--- config.mk ---
export PLATFORM = sky130hd
export DESIGN_NAME = ccpe_blend
export DESIGN_NICKNAME = d
export VERILOG_FILES = /design/src/rtl/cubic_curve_point_eval_assert.svh /design/src/rtl/ccpe_pkg.sv /design/src/rtl/ccpe_blend.sv
export SDC_FILE = /design/constraint.sdc
export NUM_CORES = 2
export LEC_CHECK = 0
export BUFFER_PORTS_ARGS = -buffer_cell sky130_fd_sc_hd__buf_2
export CORE_ASPECT_RATIO = 0.7
export CORE_MARGIN = 2
export CORE_UTILIZATION = 53
export CTS_CLUSTER_DIAMETER = 50
export CTS_CLUSTER_SIZE = 16
export DETAILED_ROUTE_END_ITERATION = 8
export PLACE_DENSITY = 0.78
export REMOVE_ABC_BUFFERS = 1
export SYNTH_ARGS = -nofsm -noshare
export SYNTH_HDL_FRONTEND = slang
export SYNTH_SLANG_ARGS = --single-unit
--- constraint.sdc ---
create_clock -name clock -period 10.4 [get_ports clock]
set_clock_uncertainty 0.15 [all_clocks]
set_input_delay 1.04 -clock clock [delete_from_list [all_inputs] [get_ports clock]]
set_output_delay 1.04 -clock clock [all_outputs]
set_load 0.05 [all_outputs]
--- src/rtl/cubic_curve_point_eval_assert.svh ---
// Assertion macros shared by the cubic curve point evaluator.
`ifndef CUBIC_CURVE_POINT_EVAL_ASSERT_SVH
`define CUBIC_CURVE_POINT_EVAL_ASSERT_SVH

// Same-cycle implication, off during reset.
`define CCPE_ASSERT_NOW(label, clk, rst, ante, cons, msg) \
   label: assert property (@(posedge clk) disable iff (rst) (ante) |-> (cons)) \
      else $error(msg);

// Next-cycle implication, off during reset.
`define CCPE_ASSERT_NEXT(label, clk, rst, ante, cons, msg) \
   label: assert property (@(posedge clk) disable iff (rst) (ante) |=> (cons)) \
      else $error(msg);

`endif

--- src/rtl/ccpe_pkg.sv ---
// Shared constants, types and helpers of the cubic curve point evaluator.
`default_nettype none

package ccpe_pkg;

   // Field widths
   localparam int COORD_BITS = 16;
   localparam int T_BITS     = 16;

   // Internal fixed-point formats: t in Q0.20, weights in Q1.26
   localparam int TQ_BITS   = 20;
   localparam int WF_BITS   = 26;
   localparam int W_BITS    = WF_BITS + 1;
   localparam int RAW_SHIFT = 3 * TQ_BITS - WF_BITS;

   localparam logic [TQ_BITS:0]  TQ_ONE = {1'b1, {TQ_BITS{1'b0}}};
   localparam logic [W_BITS-1:0] WF_ONE = {1'b1, {WF_BITS{1'b0}}};

   // Pipeline stages, in order from the input register to the output register
   localparam int ST_IN    = 0;   // t quantized, 1-t formed
   localparam int ST_SQR   = 1;   // t^2, (1-t)^2
   localparam int ST_PART  = 2;   // split partial products of the cubes
   localparam int ST_CUBE  = 3;   // t^3, (1-t)^3, t(1-t)^2
   localparam int ST_SUM   = 4;   // raw partial sums of the weights
   localparam int ST_RND   = 5;   // rounded partial sums, scaled by 2^-34
   localparam int ST_DIV   = 6;   // reciprocal products for the divide by 3
   localparam int ST_WGT   = 7;   // final Q1.26 weights
   localparam int ST_PROD  = 8;   // coordinate times weight
   localparam int ST_PAIR  = 9;   // pair sums
   localparam int ST_OUT   = 10;  // rounded point, output register
   localparam int NUM_STAGES = ST_OUT + 1;

   typedef logic signed [COORD_BITS-1:0] coord_type;
   typedef logic [W_BITS-1:0]            weight_type;
   typedef logic [NUM_STAGES-1:0]        stage_en_type;

   typedef enum logic {
      KIND_BEZIER  = 1'b0,
      KIND_BSPLINE = 1'b1
   } kind_type;

   // Bring t to Q0.20: shift up for narrow t, drop low bits for wide t
   function automatic logic [TQ_BITS-1:0] to_tq(input logic [T_BITS-1:0] t);
      logic [T_BITS+TQ_BITS-1:0] scaled;
      scaled = {t, {TQ_BITS{1'b0}}};
      return scaled[T_BITS+TQ_BITS-1 -: TQ_BITS];
   endfunction

endpackage

`default_nettype wire

--- src/rtl/ccpe_blend.sv ---
// Blend pipeline for one axis: weighted sum of four coordinates, rounded.
`default_nettype none

module ccpe_blend
   import ccpe_pkg::*;
(
   input  wire logic         clock,
   input  wire stage_en_type stage_en,
   input  wire coord_type    ctrl [4],
   input  wire weight_type   w [4],
   output coord_type         point
);

   localparam int PRW = COORD_BITS + W_BITS + 1;
   localparam logic signed [PRW+1:0] RND = (PRW+2)'(1) << (WF_BITS - 1);

   logic signed [PRW-1:0] prod_ff [4];
   logic signed [PRW:0]   pair_ff [2];
   logic signed [PRW+1:0] acc;
   coord_type             point_ff;

   // Multiply each coordinate by its weight
   always_ff @(posedge clock) begin
      if (stage_en[ST_PROD]) begin
         for (int k = 0; k < 4; k++) begin
            prod_ff[k] <= PRW'(ctrl[k]) * PRW'(signed'({1'b0, w[k]}));
         end
      end
   end

   // Add the products in pairs
   always_ff @(posedge clock) begin
      if (stage_en[ST_PAIR]) begin
         pair_ff[0] <= (PRW+1)'(prod_ff[0]) + (PRW+1)'(prod_ff[1]);
         pair_ff[1] <= (PRW+1)'(prod_ff[2]) + (PRW+1)'(prod_ff[3]);
      end
   end

   // Final sum, round half toward +infinity, drop the weight fraction
   assign acc = (PRW+2)'(pair_ff[0]) + (PRW+2)'(pair_ff[1]) + RND;

   always_ff @(posedge clock) begin
      if (stage_en[ST_OUT]) begin
         point_ff <= acc[WF_BITS +: COORD_BITS];
      end
   end

   assign point = point_ff;

endmodule

`default_nettype wire

==> metrics.md <==
| Metric | Value |
|---|---|
| Critical R2R Capture | `pair_ff[0][40]$_DFFE_PP_` |
| Total congestion overflow | `0` |
| CTS Hold Bufs | `0` |
| Total Routed Length | `189 mm` |
| Final setup violation count | `0` |
| TNS Setup | `0 ns` |
| FP Rows | `112` |
| Post-synthesis sequential area ratio | `0.113` |
| CP Launch Type | `primary input` |
| First-iteration detailed-routing DRC count | `4707` |
| Seq cells post-synth | `268` |
| Status | `finished clean` |
| Unrepaired setup endpoints after global routing | `no` |
| Drt pass-1 iters | `7` |
| Commonest non-fill, non-tap cell in the layout | `inv_1` |
| Routed wire per std cell | `19.9 um` |
| Critical path capture point type | `flop` |
| Global-route wire length before repair | `307 mm` |
| Avg Cell Area, Syn | `9.08 um2` |
| DIE HEIGHT | `311 um` |
| Via density | `5.64` |
| F_max | `0.129 GHz` |
| Number of instances resized during post-cts repair | `0` |
| Dpl hpwl | `150 mm` |
| Total vias in the final route | `53700` |
| Crit path kind | `in -> reg` |
| Post-Syn Instances | `7851` |
| Synth cell types | `79` |
| Mapped Area | `71300 um2` |
| Vias in the first global route | `57500` |
| Slew Viols, Final | `0` |
| H-tree depth | `1` |
| Minimum setup slack among reg-to-reg paths | `6.11 ns` |
| # IOs | `200` |
| Asr flop ratio synth | `0` |
| Final worst path period share | `0.747` |
| Area contributors post-synth | `fa_1 39%, ha_1 12%, edfxtp_1 11%` |
| Tmin final | `7.77 ns` |
| Hold EP | `pair_ff[0][45]$_DFFE_PP_` |
| CP Max Fanout | `18` |
| Synth-to-layout area growth | `3.69%` |
| Post-synth EDFFs | `268` |
| Yosys top cell by area | `fa_1` |
| Root Driver | `clkbuf_16` |
| Clock transition at the registers of the reported paths | `0.07 ns` |
| Largest net degree at the start of global routing | `91` |
| Final ANT Viol Nets | `0` |
| Layout cells sized above 1 | `0.0327` |
| PortBufs | `191` |
| R2r startpoint | `prod_ff[0][0]$_DFFE_PP_` |
| CTS Buffer Depth | `3` |
| Die area | `138000 um2` |
| Arr. time, crit path | `7.95 ns` |
| CP required | `10.58 ns` |
| Initial core utilization | `0.534` |
| Hold-critical path depth | `1` |
| Die width | `442 um` |
| Most frequent cells in the layout | `1769 x inv_1, 1394 x fa_1, 1046 x nand2_1, 711 x and2_1, 693 x ha_1` |
| Clock Sinks | `268` |
| Hold crit path type | `reg -> reg` |
| Clock Latency Late Sink | `0.57 ns` |
| GRT Util Overall | `0.280` |
| Final #Nets | `9994` |
| CTS tree | `built` |
| Yosys warns | `0` |
| Placer Congestion | `0.981` |
| Top-area cell type share of the netlist area | `0.391` |
| Core ar. | `133000 um2` |
| Fin. Hold Viols | `0` |
| Max-slew headroom | `0.333` |
| Initial antenna violation count | `21` |
| Ys flop type | `edfxtp_1` |
| Setup bufs post-CTS | `0` |
| # DRC | `0` |
| Reg2reg path depth | `12` |
| Slew @ Worst Pin | `0.975 ns` |
| CTS buffer count | `24` |
| Max Cap Violations | `0` |
| Hold wc startpoint | `prod_ff[2][0]$_DFFE_PP_` |
==> kinds of logic (layout without fill, tap and decap cells) <==
group	Yosys count	in the layout	share of synthesized area
XOR/XNOR	245	245	0.0301
AO/OA/AOI/OAI	838	838	0.0763
adder cells (fa/ha/maj)	2087	2087	0.513
buffers and inverters	2120	2003	0.112
flip-flops	268	268	0.113
AND/OR/NAND/NOR	2288	2288	0.155
other	0	7	0
multiplexers	5	5	0.000702
==> how the worst max path moves through the flow <==
stage / start / endpoint / cells after the start
2_1_floorplan: w[37] / prod_ff[2][36]$_DFFE_PP_ / 21
5_1_grt: ctrl[63] / prod_ff[0][34]$_DFFE_PP_ / 20
4_1_cts: ctrl[31] / prod_ff[2][39]$_DFFE_PP_ / 21
6_report: ctrl[31] / prod_ff[2][36]$_DFFE_PP_ / 21
3_3_place_gp: ctrl[31] / prod_ff[2][39]$_DFFE_PP_ / 21
3_5_place_dp: ctrl[31] / prod_ff[2][39]$_DFFE_PP_ / 21
==> layer usage <==
metal  routed length [um]  GRT usage  vias up  share of wire
met1                78800      0.401    27100           0.42
met5                   73          0        -        0.00039
li1                     -          -    23600              -
met2                86700      0.445     2544           0.46
met3                18900     0.0506      350           0.10
met4                 4310     0.0651       10          0.023
==> layout make-up <==
cell class | count | area [um2]
diodes | 7 | 17.5
clock buffers | 25 | 626
clock inverters | 12 | 113
fillers | 11700 | 59500
inverters | 1772 | 6650
multi-input cells | 5463 | 55300
flip-flops and latches | 268 | 8050
well taps | 1767 | 2210
repair buffers | 194 | 987
==> critical path, cell delays in order <==
cell and delay (ns):
buf_2 0.32, clkinv_1 0.73, nor2_1 0.34, fa_1 0.47, fa_1 0.46, fa_1 0.53, fa_1 0.45, fa_1 0.55
inv_1 0.07, fa_1 0.48, inv_1 0.05, ha_1 0.39, a21o_1 0.20, a21o_1 0.17, a21oi_1 0.21, o21ai_0 0.15
a41oi_2 0.32, o41ai_1 0.17, a31o_1 0.31, or3b_1 0.37, and3_1 0.16
==> per-stage QoR <==
step                       util  cell area, um2  cells  hold slack, ns  worst slack (ns)
after detailed placement  0.548           73200   9464           0.390              2.14
after floorplan               -           70000   7503           0.363              3.41
after global placement    0.548           73200   9464           0.396              2.23
final                     0.554           73900   9508           0.425              2.63
after global routing      0.554           73900   9507           0.447              2.25
after CTS                 0.554           73900   9501           0.408              2.73
==> sequential cells by signal (all words and copies together), names as in the netlist <==
signal and flops:
pair_ff 84, prod_ff 168, point 16
==> Yosys cell counts, types with 7 or more instances <==
cell	number
xnor2_1	157
inv_1	1769
nand4_1	38
and3_1	35
o21a_1	31
a31oi_1	32
edfxtp_1	268
nand2b_1	65
a221oi_1	7
nand3_1	71
o41ai_1	7
and2_1	711
o21bai_1	40
o21ai_0	133
clkbuf_1	337
a21oi_1	252
nor2_1	226
fa_1	1394
o31ai_1	23
buf_2	9
xor2_1	88
a211oi_1	24
o211ai_1	17
nor2b_1	29
nand2_1	1046
nor3_1	27
ha_1	693
a2111oi_0	7
nor4_1	7
a21o_1	185
a211o_1	9
Power is left out: the tool's default activity adds up to more than one toggle a clock period on the data nets, which glitch-free logic cannot reach.
